===== src/cfmb_pkg.sv =====
// Shared types and constants for the capture frequency meter with bar graph.
// Used by cfmb_mul, cfmb_div and capture_frequency_meter_bargraph_core.
package cfmb_pkg;

   localparam int TIMER_WIDTH = 32;
   localparam int LAMP_COUNT  = 4;
   localparam int LAMP_SHOWN  = (LAMP_COUNT < 4) ? LAMP_COUNT : 4;

   localparam logic [31:0] TIMER_MASK = 32'((64'd1 << TIMER_WIDTH) - 64'd1);

   localparam logic [31:0] CLOCK_RATE_RESET = 32'd100000000;
   localparam logic [16:0] PRESCALE_RESET   = 17'd1;
   localparam logic [29:0] LEVEL_STEP_RESET = 30'd1000;

   localparam int MUL_STEPS = 17;
   localparam int MUL_CNT_W = 5;
   localparam int DIV_STEPS = 32;
   localparam int DIV_CNT_W = 5;
   localparam int LAMP_CNT_W = 3;
   localparam int THR_W      = 33;

   typedef enum logic [1:0] {
      CSR_CLOCK_RATE = 2'd0,
      CSR_PRESCALE   = 2'd1,
      CSR_LEVEL_STEP = 2'd2
   } cfmb_csr_type;

   typedef enum logic [2:0] {
      ST_IDLE,
      ST_MUL,
      ST_DIV,
      ST_LAMP,
      ST_DONE
   } cfmb_state_type;

   typedef struct packed {
      logic busy;
      logic done;
   } cfmb_unit_status_type;

endpackage


===== src/cfmb_mul.sv =====
// Bit-serial shift-add multiplier, one multiplier bit per cycle, product mod 2^32.
// Depends on cfmb_pkg.
module cfmb_mul (
   input  logic                          clock,
   input  logic                          reset,
   input  logic                          start,
   input  logic [31:0]                   multiplicand,
   input  logic [16:0]                   multiplier,
   output logic [31:0]                   product,
   output cfmb_pkg::cfmb_unit_status_type status
);

   logic [31:0]                     acc_ff, acc_in;
   logic [31:0]                     mcand_ff, mcand_in;
   logic [16:0]                     mplier_ff, mplier_in;
   logic [cfmb_pkg::MUL_CNT_W-1:0]  cnt_ff, cnt_in;
   logic                            busy_ff, busy_in;
   logic                            done_ff, done_in;

   always_comb begin
      acc_in    = acc_ff;
      mcand_in  = mcand_ff;
      mplier_in = mplier_ff;
      cnt_in    = cnt_ff;
      busy_in   = busy_ff;
      done_in   = 1'b0;
      if (start) begin
         acc_in    = '0;
         mcand_in  = multiplicand;
         mplier_in = multiplier;
         cnt_in    = '0;
         busy_in   = 1'b1;
      end else if (busy_ff) begin
         if (mplier_ff[0]) begin
            acc_in = acc_ff + mcand_ff;
         end
         mcand_in  = {mcand_ff[30:0], 1'b0};
         mplier_in = {1'b0, mplier_ff[16:1]};
         cnt_in    = cnt_ff + 1'b1;
         if (cnt_ff == cfmb_pkg::MUL_CNT_W'(cfmb_pkg::MUL_STEPS - 1)) begin
            busy_in = 1'b0;
            done_in = 1'b1;
         end
      end
   end

   always_ff @(posedge clock) begin
      if (reset) begin
         busy_ff <= 1'b0;
         done_ff <= 1'b0;
         cnt_ff  <= '0;
      end else begin
         busy_ff <= busy_in;
         done_ff <= done_in;
         cnt_ff  <= cnt_in;
      end
   end

   always_ff @(posedge clock) begin
      acc_ff    <= acc_in;
      mcand_ff  <= mcand_in;
      mplier_ff <= mplier_in;
   end

   assign product     = acc_ff;
   assign status.busy = busy_ff;
   assign status.done = done_ff;

endmodule


===== src/cfmb_div.sv =====
// Restoring divider, one quotient bit per cycle, 32-bit unsigned operands.
// Depends on cfmb_pkg.
module cfmb_div (
   input  logic                          clock,
   input  logic                          reset,
   input  logic                          start,
   input  logic [31:0]                   dividend,
   input  logic [31:0]                   divisor,
   output logic [31:0]                   quotient,
   output cfmb_pkg::cfmb_unit_status_type status
);

   logic [31:0]                     rem_ff, rem_in;
   logic [31:0]                     quo_ff, quo_in;
   logic [31:0]                     dsor_ff, dsor_in;
   logic [cfmb_pkg::DIV_CNT_W-1:0]  cnt_ff, cnt_in;
   logic                            busy_ff, busy_in;
   logic                            done_ff, done_in;
   logic [32:0]                     shifted;
   logic                            q_bit;
   logic [32:0]                     reduced;

   always_comb begin
      shifted = {rem_ff, quo_ff[31]};
      q_bit   = (shifted >= {1'b0, dsor_ff});
      reduced = shifted - {1'b0, dsor_ff};
      rem_in  = rem_ff;
      quo_in  = quo_ff;
      dsor_in = dsor_ff;
      cnt_in  = cnt_ff;
      busy_in = busy_ff;
      done_in = 1'b0;
      if (start) begin
         rem_in  = '0;
         quo_in  = dividend;
         dsor_in = divisor;
         cnt_in  = '0;
         busy_in = 1'b1;
      end else if (busy_ff) begin
         rem_in = q_bit ? reduced[31:0] : shifted[31:0];
         quo_in = {quo_ff[30:0], q_bit};
         cnt_in = cnt_ff + 1'b1;
         if (cnt_ff == cfmb_pkg::DIV_CNT_W'(cfmb_pkg::DIV_STEPS - 1)) begin
            busy_in = 1'b0;
            done_in = 1'b1;
         end
      end
   end

   always_ff @(posedge clock) begin
      if (reset) begin
         busy_ff <= 1'b0;
         done_ff <= 1'b0;
         cnt_ff  <= '0;
      end else begin
         busy_ff <= busy_in;
         done_ff <= done_in;
         cnt_ff  <= cnt_in;
      end
   end

   always_ff @(posedge clock) begin
      rem_ff  <= rem_in;
      quo_ff  <= quo_in;
      dsor_ff <= dsor_in;
   end

   assign quotient    = quo_ff;
   assign status.busy = busy_ff;
   assign status.done = done_ff;

endmodule


===== src/capture_frequency_meter_bargraph_core.sv =====
// Reciprocal frequency meter with bar-graph lamps: sequencer, registers, lamp compare.
// Depends on cfmb_pkg, cfmb_mul and cfmb_div.
//
//   channel  dir  signals                     payload
//   req      in   req_tvalid/tready/tdata     capture_time[31:0]
//   rsp      out  rsp_tvalid/tready/tdata     measured_hz[31:0], lamp_bar[35:32]
//                 rsp_tuser                   zero_period
//   csr      in   csr_we/index/wdata          clock_rate, prescale, level_step
//
// Each capture runs 17 multiply steps, 32 divide steps and a lamp compare per shown lamp,
// plus handoffs; a zero period skips divider and lamps. Captures are taken only in idle.
// The first capture after reset is only stored and gives no item.
// Reset is synchronous; config registers return to their defaults.
// One output register: a new capture is taken while a result waits on rsp.
module capture_frequency_meter_bargraph_core (
   input  logic        clock,
   input  logic        reset,
   input  logic        req_tvalid,
   output logic        req_tready,
   input  logic [31:0] req_tdata,   // capture_time[31:0]
   output logic        rsp_tvalid,
   input  logic        rsp_tready,
   output logic [39:0] rsp_tdata,   // measured_hz[31:0], lamp_bar[35:32], zero pad
   output logic [0:0]  rsp_tuser,   // zero_period[0]
   input  logic        csr_we,
   input  logic [1:0]  csr_index,
   input  logic [31:0] csr_wdata
);

   cfmb_pkg::cfmb_state_type       state_ff, state_in;
   logic [31:0]                    clock_rate_ff, clock_rate_in;
   logic [16:0]                    prescale_ff, prescale_in;
   logic [29:0]                    step_ff, step_in;
   logic                           have_prev_ff, have_prev_in;
   logic [31:0]                    prev_ff, prev_in;
   logic [31:0]                    hz_ff, hz_in;
   logic [3:0]                     bar_ff, bar_in;
   logic                           zero_ff, zero_in;
   logic [cfmb_pkg::THR_W-1:0]     thr_ff, thr_in;
   logic [cfmb_pkg::LAMP_CNT_W-1:0] lamp_cnt_ff, lamp_cnt_in;
   logic                           rsp_valid_ff, rsp_valid_in;
   logic [39:0]                    rsp_data_ff, rsp_data_in;
   logic                           rsp_zero_ff, rsp_zero_in;

   logic                           accept;
   logic [31:0]                    now;
   logic [31:0]                    diff;
   logic                           mul_start, div_start;
   logic [31:0]                    product, quotient;
   cfmb_pkg::cfmb_unit_status_type mul_st, div_st;
   logic                           hit;

   assign accept = req_tvalid && req_tready;
   assign now    = req_tdata & cfmb_pkg::TIMER_MASK;
   assign diff   = (now - prev_ff) & cfmb_pkg::TIMER_MASK;

   cfmb_mul u_mul (
      .clock        (clock),
      .reset        (reset),
      .start        (mul_start),
      .multiplicand (diff),
      .multiplier   (prescale_ff),
      .product      (product),
      .status       (mul_st)
   );

   cfmb_div u_div (
      .clock    (clock),
      .reset    (reset),
      .start    (div_start),
      .dividend (clock_rate_ff),
      .divisor  (product),
      .quotient (quotient),
      .status   (div_st)
   );

   always_comb begin
      clock_rate_in = clock_rate_ff;
      prescale_in   = prescale_ff;
      step_in       = step_ff;
      if (csr_we) begin
         unique case (csr_index)
            cfmb_pkg::CSR_CLOCK_RATE: clock_rate_in = csr_wdata;
            cfmb_pkg::CSR_PRESCALE:   prescale_in   = csr_wdata[16:0];
            cfmb_pkg::CSR_LEVEL_STEP: step_in       = csr_wdata[29:0];
            default: ;
         endcase
      end
   end

   always_comb begin
      state_in     = state_ff;
      have_prev_in = have_prev_ff;
      prev_in      = prev_ff;
      hz_in        = hz_ff;
      bar_in       = bar_ff;
      zero_in      = zero_ff;
      thr_in       = thr_ff;
      lamp_cnt_in  = lamp_cnt_ff;
      rsp_valid_in = rsp_valid_ff && !rsp_tready;
      rsp_data_in  = rsp_data_ff;
      rsp_zero_in  = rsp_zero_ff;
      req_tready   = 1'b0;
      mul_start    = 1'b0;
      div_start    = 1'b0;
      hit          = ({1'b0, hz_ff} >= thr_ff);
      unique case (state_ff)
         cfmb_pkg::ST_IDLE: begin
            req_tready = 1'b1;
            if (req_tvalid) begin
               prev_in      = now;
               have_prev_in = 1'b1;
               if (have_prev_ff) begin
                  mul_start = 1'b1;
                  bar_in    = '0;
                  zero_in   = 1'b0;
                  state_in  = cfmb_pkg::ST_MUL;
               end
            end
         end
         cfmb_pkg::ST_MUL: begin
            if (mul_st.done) begin
               if (product == '0) begin
                  hz_in    = '0;
                  bar_in   = '0;
                  zero_in  = 1'b1;
                  state_in = cfmb_pkg::ST_DONE;
               end else begin
                  div_start = 1'b1;
                  state_in  = cfmb_pkg::ST_DIV;
               end
            end
         end
         cfmb_pkg::ST_DIV: begin
            if (div_st.done) begin
               hz_in       = quotient;
               thr_in      = cfmb_pkg::THR_W'(step_ff);
               lamp_cnt_in = '0;
               state_in    = cfmb_pkg::ST_LAMP;
            end
         end
         cfmb_pkg::ST_LAMP: begin
            bar_in[lamp_cnt_ff[1:0]] = hit;
            thr_in      = thr_ff + cfmb_pkg::THR_W'(step_ff);
            lamp_cnt_in = lamp_cnt_ff + 1'b1;
            if (lamp_cnt_ff == cfmb_pkg::LAMP_CNT_W'(cfmb_pkg::LAMP_SHOWN - 1)) begin
               state_in = cfmb_pkg::ST_DONE;
            end
         end
         cfmb_pkg::ST_DONE: begin
            if (!rsp_valid_ff || rsp_tready) begin
               rsp_valid_in = 1'b1;
               rsp_data_in  = {4'b0, bar_ff, hz_ff};
               rsp_zero_in  = zero_ff;
               state_in     = cfmb_pkg::ST_IDLE;
            end
         end
         default: state_in = cfmb_pkg::ST_IDLE;
      endcase
   end

   always_ff @(posedge clock) begin
      if (reset) begin
         state_ff      <= cfmb_pkg::ST_IDLE;
         clock_rate_ff <= cfmb_pkg::CLOCK_RATE_RESET;
         prescale_ff   <= cfmb_pkg::PRESCALE_RESET;
         step_ff       <= cfmb_pkg::LEVEL_STEP_RESET;
         have_prev_ff  <= 1'b0;
         prev_ff       <= '0;
         rsp_valid_ff  <= 1'b0;
         lamp_cnt_ff   <= '0;
      end else begin
         state_ff      <= state_in;
         clock_rate_ff <= clock_rate_in;
         prescale_ff   <= prescale_in;
         step_ff       <= step_in;
         have_prev_ff  <= have_prev_in;
         prev_ff       <= prev_in;
         rsp_valid_ff  <= rsp_valid_in;
         lamp_cnt_ff   <= lamp_cnt_in;
      end
   end

   always_ff @(posedge clock) begin
      hz_ff       <= hz_in;
      bar_ff      <= bar_in;
      zero_ff     <= zero_in;
      thr_ff      <= thr_in;
      rsp_data_ff <= rsp_data_in;
      rsp_zero_ff <= rsp_zero_in;
   end

   assign rsp_tvalid   = rsp_valid_ff;
   assign rsp_tdata    = rsp_data_ff;
   assign rsp_tuser[0] = rsp_zero_ff;

   a_zero_clears: assert property (@(posedge clock) disable iff (reset)
      (rsp_tvalid && rsp_tuser[0]) |-> (rsp_tdata == '0))
      else $error("zero period item carries nonzero data");

   a_bar_thermo: assert property (@(posedge clock) disable iff (reset)
      rsp_tvalid |-> (!(rsp_tdata[33] && !rsp_tdata[32]) &&
                      !(rsp_tdata[34] && !rsp_tdata[33]) &&
                      !(rsp_tdata[35] && !rsp_tdata[34])))
      else $error("lamp bar is not a thermometer code");

   a_busy_after_accept: assert property (@(posedge clock) disable iff (reset)
      (accept && have_prev_ff) |=> !req_tready)
      else $error("capture taken while measurement in progress");

   a_mul_handoff: assert property (@(posedge clock) disable iff (reset)
      (state_ff == cfmb_pkg::ST_MUL && mul_st.done) |=>
      (state_ff == cfmb_pkg::ST_DIV || state_ff == cfmb_pkg::ST_DONE))
      else $error("multiply result not handed off");

   a_units_exclusive: assert property (@(posedge clock) disable iff (reset)
      !(mul_st.busy && div_st.busy))
      else $error("multiplier and divider busy together");

endmodule


===== config.mk =====
export PLATFORM = sky130hd
export DESIGN_NAME = capture_frequency_meter_bargraph_core
export DESIGN_NICKNAME = d
export VERILOG_FILES = /design/src/cfmb_pkg.sv /design/src/cfmb_mul.sv /design/src/cfmb_div.sv /design/src/capture_frequency_meter_bargraph_core.sv
export SDC_FILE = /design/constraint.sdc
export NUM_CORES = 1
export LEC_CHECK = 0
export BUFFER_PORTS_ARGS = -buffer_cell sky130_fd_sc_hd__buf_2
export CAP_MARGIN = 5
export CORE_MARGIN = 2
export CORE_UTILIZATION = 34
export DETAILED_ROUTE_END_ITERATION = 12
export SETUP_SLACK_MARGIN = 0.05
export SLEW_MARGIN = 10
export SYNTH_ARGS = -nofsm -noshare
export SYNTH_HDL_FRONTEND = slang
export SYNTH_SLANG_ARGS = --single-unit

===== constraint.sdc =====
create_clock -name clock -period 3.8 [get_ports clock]
set_clock_uncertainty 0.05 [all_clocks]
set_input_delay 0 -clock clock [delete_from_list [all_inputs] [get_ports clock]]
set_output_delay 0 -clock clock [all_outputs]
set_load 0.01 [all_outputs]

==> out/summary.md, run 1 <==
The flow ran to the end, and the final reports show no timing, DRC or antenna violations. The tools report the worst relative slew slack as 0.2283. The worst hold path belongs to the class in -> reg. The logs give 114 for the I/O pin count and 58.62 mm for the routed wire length.

The total of buffers placed on input and output ports works out to 109. At the later pin of the worst-skew pair, clock insertion delay measures 600 ps. The logs give 0 for the number of max-capacitance violations reported and 0.2745 for the met2 global-route usage.

The logs give 0 for the number of pins with negative max-slew slack in the final report and 0.3428 for the starting density of the core. For the total number of placement rows, the log shows 95. The run gives 0 as the synthesis warning total. Category of the critical setup timing path: reg -> reg. Remaining antenna violation count after routing: 0. The x dimension of the die is 264.2 um. The tools report the kind of start point of the critical path as a flop. The initial antenna violation count came out at 2.

The total global routing track utilization was 0.1643. The H-tree was split into 2 levels. Setup repair after global routing left no endpoint under its margin. For this run, the leading register cell type out of synthesis is sky130_fd_sc_hd__edfxtp_1.

The vertical die dimension was 264.2 um; the starting DRC count in detailed routing was 1197. The kind of capture point of the worst setup path was a flop. The logs give 288.5 ps for the worst slack at placement and 0.02097 for the routing usage on met3. The minimum clock period after layout is 3458 ps. For the number of detailed-route iterations in the first pass, the log shows 5.

Compared with the post-synthesis result, the final layout area differs by 18.09%. The logs give 0 for the post-CTS repair timing setup buffer count and 18.74k for the total via count after detailed routing. Data on the critical path arrives at its endpoint at 3890 ps. For this run, design rule violations remaining after detail routing come to 0.

For the maximum vdd ir drop, the log shows 386.8 uV. The met1 track demand over resource was 0.2238; the standard cell core area was 67160 sq um. The run gives 3 as the deepest clock path buffer count. The HPWL reported at the end of detailed placement came out at 40.77 mm.

Largest net degree at the start of global routing: 97. The final core utilization is 0.4048. The cell count after synthesis is 2558, and the number of buffers created by CTS is 48. Synthesis instantiated 79 different standard cells from the library. For the worst setup path, the data required time is 4230 ps. TritonCTS built the clock tree. The layer with the highest usage is met2. For the pin with the worst max-slew slack, the measured transition is 1153 ps. The number of failing hold endpoints at the final stage is 0, and the post-layout worst setup margin is 341.6 ps. Setup TNS: 0 ps.

The maximum fanout along the worst path is 4. The root buffer selected by CTS was sky130_fd_sc_hd__clkbuf_16. The final count of negative-setup-slack endpoints was 0. For the worst flop-to-flop path, the logic depth is 12.

The tools report the part of the Yosys area used for sequential elements as 0.4583. The worst hold path passes through 4 cells. For this design the ratio of total power to cell area is 492.5 nW/um^2.

The area of the die is 69800 sq um. The async set-or-reset flop fraction in the synthesized netlist works out to 0. Global-route wire length before repair: 94.51 mm. Each instance of the synthesized netlist takes up on average 8.999 sq um. The run gives 23020 sq um as the area of the mapped netlist.

The fraction of the cycle the final worst path needs works out to 0.9101. Routability-driven placement finished with a final weighted congestion of 0.8849. The register bit count reported by yosys works out to 417. The tools report the number of global-route vias before repair as 17.97k. The per-cell via count in the routed design is 5.126, and the routed length per placed instance is 16.03 um.

Leftover overflow at the end of global routing: 0. The analysis attributes to cell leakage a power of 11.15 nW. The net count of the finished layout is 2983. The clock drives 417 sinks.

The number of synthesized flops with an enable pin is 220. The layout cell share with drive strength beyond 1 was 0.08732; the clock slew at the register clock pins of the worst setup and hold paths was 60 ps. Derived from the worst setup path, the maximum achievable clock frequency is 289.1 MHz.
cells in the mapped netlist (all sizes together), types with 22 or more instances:
cell / instances / area share
xnor2: 54 / 0.021
o21bai: 22 / 0.0072
nand2: 561 / 0.091
edfxtp: 220 / 0.29
dfxtp: 197 / 0.17
mux2i: 23 / 0.010
ha: 165 / 0.090
a21o: 67 / 0.022
nand3: 32 / 0.0070
nand4: 22 / 0.0060
clkbuf: 102 / 0.017
and2: 41 / 0.011
nor3: 31 / 0.0067
o21ai: 148 / 0.032
a21oi: 282 / 0.062
xor2: 49 / 0.019
nand3b: 31 / 0.010
nor2: 102 / 0.017
inv: 128 / 0.021
final timing paths:
check,from,end,slack (ps)
max reg2reg,u_mul.mcand_ff[0],u_mul.product[30],340
min,csr_wdata[18],step_ff[18],170
max,u_mul.mcand_ff[0],u_mul.product[30],340
min reg2reg,clock_rate_ff[27],clock_rate_ff[27],400
cells by family (layout without fill, tap and decap cells):
| family | Yosys count | count (layout) | share of synthesized area |
|---|---|---|---|
| compound gates | 669 | 669 | 0.1759 |
| xor+xnor | 103 | 103 | 0.03919 |
| fa+ha+maj | 169 | 169 | 0.09316 |
| buf+inv | 242 | 464 | 0.04071 |
| flops | 417 | 417 | 0.4583 |
| mux | 24 | 24 | 0.01049 |
| other cells | 1 | 5 | 0.0001629 |
| simple gates | 933 | 933 | 0.1820 |
worst max-delay path, stage by stage (launching register included):
cell	delay [ps]
sky130_fd_sc_hd__edfxtp_1	400
sky130_fd_sc_hd__ha_1	250
sky130_fd_sc_hd__fa_1	440
sky130_fd_sc_hd__a211oi_1	420
sky130_fd_sc_hd__o21ai_1	170
sky130_fd_sc_hd__and3_1	180
sky130_fd_sc_hd__a211oi_1	360
sky130_fd_sc_hd__buf_4	210
sky130_fd_sc_hd__a31oi_1	140
sky130_fd_sc_hd__a211o_1	300
sky130_fd_sc_hd__a21oi_1	170
sky130_fd_sc_hd__xor2_1	160
sky130_fd_sc_hd__o21ai_1	80
metrics by stage:
stage | hold WS, ps | cells | instance area, sq um | total power [W]
4_1_cts | 136.4 | 3656 | 27180 | 0.01350
3_5_place_dp | 181.9 | 3459 | 24490 | 0.008629
6_report | 173.2 | 3657 | 27180 | 0.01339
2_1_floorplan | 70.84 | 2561 | 23030 | 0.007855
5_1_grt | 159.0 | 3657 | 27180 | 0.01413
3_3_place_gp | 182.5 | 3459 | 24490 | 0.008558
cell type report:
class                   instances  area (sq um)
repair buffers                245          1849
flip-flops and latches        417         10550
clock inverters                25         301.5
well taps                     873          1092
diodes                          1         2.502
inverters                     129         484.2
multi-input cells            1902         11590
clock buffers                  65          1315
fillers                      6547         39970
per-layer routing:
metal	share of wire	wire length [um]
met5	0.00022	13
met4	0.021	1253
met3	0.045	2641
met2	0.46	26890
met1	0.47	27820
cell usage in the layout, fill, tap and decap left out, types with 15 or more instances in the layout:
cell type	instances
sky130_fd_sc_hd__a31oi_1	20
sky130_fd_sc_hd__o21bai_1	22
sky130_fd_sc_hd__ha_1	165
sky130_fd_sc_hd__dlygate4sd3_1	107
sky130_fd_sc_hd__and2_1	40
sky130_fd_sc_hd__nand2_1	560
sky130_fd_sc_hd__nand3_1	32
sky130_fd_sc_hd__a21oi_1	280
sky130_fd_sc_hd__buf_2	108
sky130_fd_sc_hd__buf_4	29
sky130_fd_sc_hd__and3_1	16
sky130_fd_sc_hd__nand4_1	22
sky130_fd_sc_hd__nand3b_1	31
sky130_fd_sc_hd__nor2b_1	21
sky130_fd_sc_hd__xnor2_1	54
sky130_fd_sc_hd__edfxtp_1	220
sky130_fd_sc_hd__nor2_1	102
sky130_fd_sc_hd__nor3_1	30
sky130_fd_sc_hd__o21ai_0	132
sky130_fd_sc_hd__a21o_1	67
sky130_fd_sc_hd__a211oi_1	20
sky130_fd_sc_hd__xor2_1	49
sky130_fd_sc_hd__o21ai_1	15
sky130_fd_sc_hd__inv_1	128
sky130_fd_sc_hd__dfxtp_1	196
sky130_fd_sc_hd__mux2i_1	23
sky130_fd_sc_hd__nand2b_1	21
sky130_fd_sc_hd__clkbuf_16	48
power breakdown:
group          total (W)  switching, W  internal (W)  leakage [nW]
sequential       0.00546      0.000329       0.00513          3.64
combinational    0.00321       0.00184       0.00137          6.73
clock            0.00471       0.00197       0.00274         0.778
sequential cells by signal, indices dropped and copies added, names as in the netlist, 3 cells and up:
signal	flops
bar_ff	4
clock_rate_ff	32
hz_ff	32
lamp_cnt_ff	3
prescale_ff	17
prev_ff	32
rsp_tdata	36
state_ff	3
step_ff	30
thr_ff	33
u_div.cnt_ff	5
u_div.dsor_ff	32
u_div.quotient	32
u_div.rem_ff	32
u_mul.cnt_ff	5
u_mul.mcand_ff	32
u_mul.mplier_ff	17
u_mul.product	32
repair_timing:
action,CTS,global route
hold buffers,107,0
setup endpoints to repair,0,1
endpoints found under the hold margin,133,0
gates resized for setup,0,1
No activity file was read; power rests on OpenSTA's default activity.
==> run 2, diff against run 1 <==
--- a/config.mk
+++ b/config.mk
@@ -5,6 +5,7 @@
 export SDC_FILE = /design/constraint.sdc
 export NUM_CORES = 1
 export LEC_CHECK = 0
+export ABC_AREA = 1
 export BUFFER_PORTS_ARGS = -buffer_cell sky130_fd_sc_hd__buf_2
 export CAP_MARGIN = 5
 export CORE_MARGIN = 2
==> run 2 against run 1 <==
  * Sequential share of layout area down 3.1 points
  * Register-to-register slack better by 690 ps
  * Count of clock-buffer cells in the layout down 5
  * Worst hold slack worse by 38 ps
  * Routed wire length up 22%
  * Fmax up 25%
  * Global-route usage up 1.8 points
  * Combinational power up 60%
  * Sequential cell count unchanged
  * Worst setup slack better by 690 ps
==> out/summary.md, run 2 <==
For the HPWL reported at the end of detailed placement, the log shows 53.49 mm (was 40.77 mm). Area growth from synthesis to final layout: 16.27% (was 18.09%). The total of buffers placed on input and output ports was 109 (unchanged). The tools report the setup TNS as 0 ps (unchanged). The tools report the final core utilization as 0.3982 (was 0.4048). The tools report the root buffer selected by CTS as sky130_fd_sc_hd__clkbuf_16 (unchanged).

The per-cell via count in the routed design is 4.821 (was 5.126), and the summed area of non-filler cells in the final layout is 29540 sq um (was 27180 sq um). The run gives 0.9745 (was 0.8849) as the global placement routability congestion. Category of the critical setup timing path: reg -> reg (unchanged). The flow ran to the end, and the final reports show no timing, DRC or antenna violations. The most common cell in the netlist was sky130_fd_sc_hd__nand2_1 (unchanged). The run gives 1598 (was 1197) as the starting DRC count in detailed routing.

The logs give 22.47k (was 18.74k) for the total via count after detailed routing and 47 (was 79) for the count of different cell masters after synthesis. The proportion of netlist area held by the largest area contributor was 0.2600 (was 0.2870). The async set-or-reset flop fraction in the synthesized netlist came out at 0 (unchanged). The tools report the highest attainable clock frequency as 361.8 MHz (was 289.1 MHz).

The logs give 47 (was 48) for the number of buffers created by CTS and 7616 (was 6547) for the layout filler cell count. The data arrival time of the critical path came out at 3220 ps (was 3890 ps). The minimum clock period after layout works out to 2764 ps (was 3458 ps). Most used flip-flop cell after synthesis: sky130_fd_sc_hd__edfxtp_1 (unchanged).

The class of the most critical hold timing path was in -> reg (unchanged). The run gives 74200 sq um (was 67160 sq um) as the standard cell core area. The run gives 71.65 mm (was 58.62 mm) as the routed wire length. The number of max-capacitance violations reported was 0 (unchanged); the deepest clock path buffer count was 3 (unchanged). The part of the Yosys area used for sequential elements was 0.4152 (was 0.4583); the clock slew at the register clock pins of the worst setup and hold paths was 60 ps (about the same). The post-layout worst setup margin was 1036 ps (was 341.6 ps). The remaining antenna violation count after routing is 0 (unchanged), and the I/O pin count is 114 (unchanged). Synth top area cells: sky130_fd_sc_hd__edfxtp_1 26%, sky130_fd_sc_hd__dfxtp_1 16%, sky130_fd_sc_hd__nand2_1 15%, sky130_fd_sc_hd__ha_1 8.1%, sky130_fd_sc_hd__inv_1 7.4% (was sky130_fd_sc_hd__edfxtp_1 29%, sky130_fd_sc_hd__dfxtp_1 17%, sky130_fd_sc_hd__nand2_1 9.1%, sky130_fd_sc_hd__ha_1 9.0%, sky130_fd_sc_hd__a21oi_1 6.1%). The tools report the number of global-route vias before repair as 21.50k (was 17.97k).

Number of levels in the clock H-tree: 2 (unchanged). The number of synthesized flops with an enable pin came out at 220 (unchanged). For the cell count after synthesis, the log shows 3480 (was 2558).

Kind of start point of the critical path: a flop (unchanged). The area of the mapped netlist is 25410 sq um (was 23020 sq um), and the fraction of the cycle the final worst path needs is 0.7275 (was 0.9101). The transition at the pin with the smallest max-transition slack is 974.5 ps (was 1153 ps). The number of flip-flops in the largest register was 36 (unchanged); the number of pins with negative max-slew slack in the final report was 0 (unchanged). The most common cell after layout, fill and taps aside was sky130_fd_sc_hd__nand2_1 (unchanged). The run gives 0 (unchanged) as the leftover overflow at the end of global routing.

Routed length per placed instance: 15.37 um (was 16.03 um). The tools report the number of detailed-route iterations in the first pass as 6 (was 5). The cell taking the most area after synthesis was sky130_fd_sc_hd__edfxtp_1 (unchanged).

The starting density of the core is 0.3425 (was 0.3428). The total number of placement rows is 100 (was 95), and the power density normalized to cell area is 553.9 nW/um^2 (was 492.5 nW/um^2). The maximum fanout along the worst path was 35 (was 4). The area of the die is 76940 sq um (was 69800 sq um), and the register bit count reported by yosys is 417 (unchanged). Setup repair after global routing left no endpoint under its margin. The layout cell share with drive strength beyond 1 was 0.07340 (was 0.08732). The logs give 600 ps (about the same) for the insertion delay to the later sink of the worst-skew pair and 398.9 uV (was 386.8 uV) for the maximum vdd ir drop.

The count of nets after finishing was 3894 (was 2983); the final count of negative-setup-slack endpoints was 0 (unchanged). Commonest cells in the synthesized netlist: 998 x sky130_fd_sc_hd__nand2_1, 502 x sky130_fd_sc_hd__inv_1, 351 x sky130_fd_sc_hd__nor2_1 (was 561 x sky130_fd_sc_hd__nand2_1, 281 x sky130_fd_sc_hd__a21oi_1, 220 x sky130_fd_sc_hd__edfxtp_1). The number of failing hold endpoints at the final stage is 0 (unchanged), and the vertical die dimension is 277.4 um (was 264.2 um). The worst endpoint required time came out at 4260 ps (was 4230 ps). TritonCTS built the clock tree. Kind of capture point of the worst setup path: a flop (unchanged). The initial antenna violation count was 0 (was 2). The x dimension of the die came out at 277.4 um (was 264.2 um). The largest net degree at the start of global routing was 64 (was 97); the number of clock sinks was 417 (unchanged).

The worst slack at placement is 1060 ps (was 288.5 ps), and the leakage power summed over all cells is 13.90 nW (was 11.15 nW). Commonest cells after routing, fill and taps aside: 995 x sky130_fd_sc_hd__nand2_1, 499 x sky130_fd_sc_hd__inv_1, 349 x sky130_fd_sc_hd__nor2_1, 231 x sky130_fd_sc_hd__o21ai_0, 229 x sky130_fd_sc_hd__nand3_1 (was 560 x sky130_fd_sc_hd__nand2_1, 280 x sky130_fd_sc_hd__a21oi_1, 220 x sky130_fd_sc_hd__edfxtp_1, 196 x sky130_fd_sc_hd__dfxtp_1, 165 x sky130_fd_sc_hd__ha_1). The tools report the total global routing track utilization as 0.1828 (was 0.1643). The global-route wire length before repair came out at 114.4 mm (was 94.51 mm).

For the synthesis warning total, the log shows 0 (unchanged). The post-cts repair resize count is 0 (unchanged). The number of design rule violations left after detail routing is 0 (unchanged).

The instance area at placement is 26980 sq um (was 24490 sq um), and the worst relative slew slack is 0.3480 (was 0.2283). The number of antenna cells inserted was 0 (was 1); the average cell area after synthesis was 7.302 sq um (was 8.999 sq um).
[run 2: kinds of logic after synthesis]
group | share of synthesized area
buffers and inverters | 0.09287
xor gates and xnor gates | 0.01861
adders and majority gates | 0.08440
other | 0.0001476
DFF | 0.4152
and+or+nand+nor | 0.2815
AOI/OAI and AO/OA | 0.1072
[run 2: critical path, cell delays in order, from the launching register on]
cell                       delay, ps
sky130_fd_sc_hd__edfxtp_1        320
sky130_fd_sc_hd__inv_1            50
sky130_fd_sc_hd__ha_1            420
sky130_fd_sc_hd__nand2_1         180
sky130_fd_sc_hd__inv_2            40
sky130_fd_sc_hd__nand2_2         100
sky130_fd_sc_hd__inv_1            50
sky130_fd_sc_hd__a21oi_1         170
sky130_fd_sc_hd__nand2_2         110
sky130_fd_sc_hd__nor2_8          480
sky130_fd_sc_hd__nand2_4         370
sky130_fd_sc_hd__nand2_1         170
sky130_fd_sc_hd__nand3_1          70
sky130_fd_sc_hd__o21ai_1          90
[run 2: final cells by class]
| type | instances | area [sq um] | area share |
|---|---|---|---|
| Multi-Input combinational cell | 2457 | 12550 | 0.4248 |
| Sequential cell | 417 | 10550 | 0.3571 |
| Inverter | 518 | 1944 | 0.06581 |
| Timing Repair Buffer | 213 | 1529 | 0.05175 |
| Clock buffer | 60 | 1318 | 0.04459 |
| Tap cell | 969 | 1212 | 0.04104 |
| Clock inverter | 27 | 439.2 | 0.01486 |
[run 2: through the flow]
step | power, W | hold slack (ps) | instances
6_report | 0.01637 | 135.3 | 4661
5_1_grt | 0.01748 | 151.1 | 4661
4_1_cts | 0.01648 | 103.9 | 4661
3_5_place_dp | 0.01124 | 196.5 | 4493
3_3_place_gp | 0.01120 | 192.8 | 4493
2_1_floorplan | 0.009772 | 63.22 | 3483
[run 2: path summary, 6_finish.rpt]
path,cells past startpoint,endpoint,start,slack [ps]
worst max-delay path,13,u_div.rem_ff[6],u_div.dsor_ff[30],1040
worst min-delay path,4,clock_rate_ff[19],csr_wdata[19],140
worst max register to register,13,u_div.rem_ff[6],u_div.dsor_ff[30],1040
worst min register to register,2,have_prev_ff,have_prev_ff,400
[run 2: layer usage]
metal / global-route usage / vias to the layer above / routed length [um]
met3: 0.01954 / 86 / 2774
met4: 0.04710 / 0 / 1464
met5: 0 / - / 0
met1: 0.2501 / 10347 / 34210
li1: - / 11587 / -
met2: 0.3071 / 452 / 33200
[run 2: power by group]
group          switching [W]  total [W]  internal [W]
combinational        0.00335    0.00513       0.00178
sequential          0.000514    0.00611       0.00559
clock                0.00197    0.00512       0.00316
[run 2: what timing repair did]
item	in CTS	in global routing
setup buffers	0	0
hold buffers	81	0
endpoints found under the hold margin	151	0
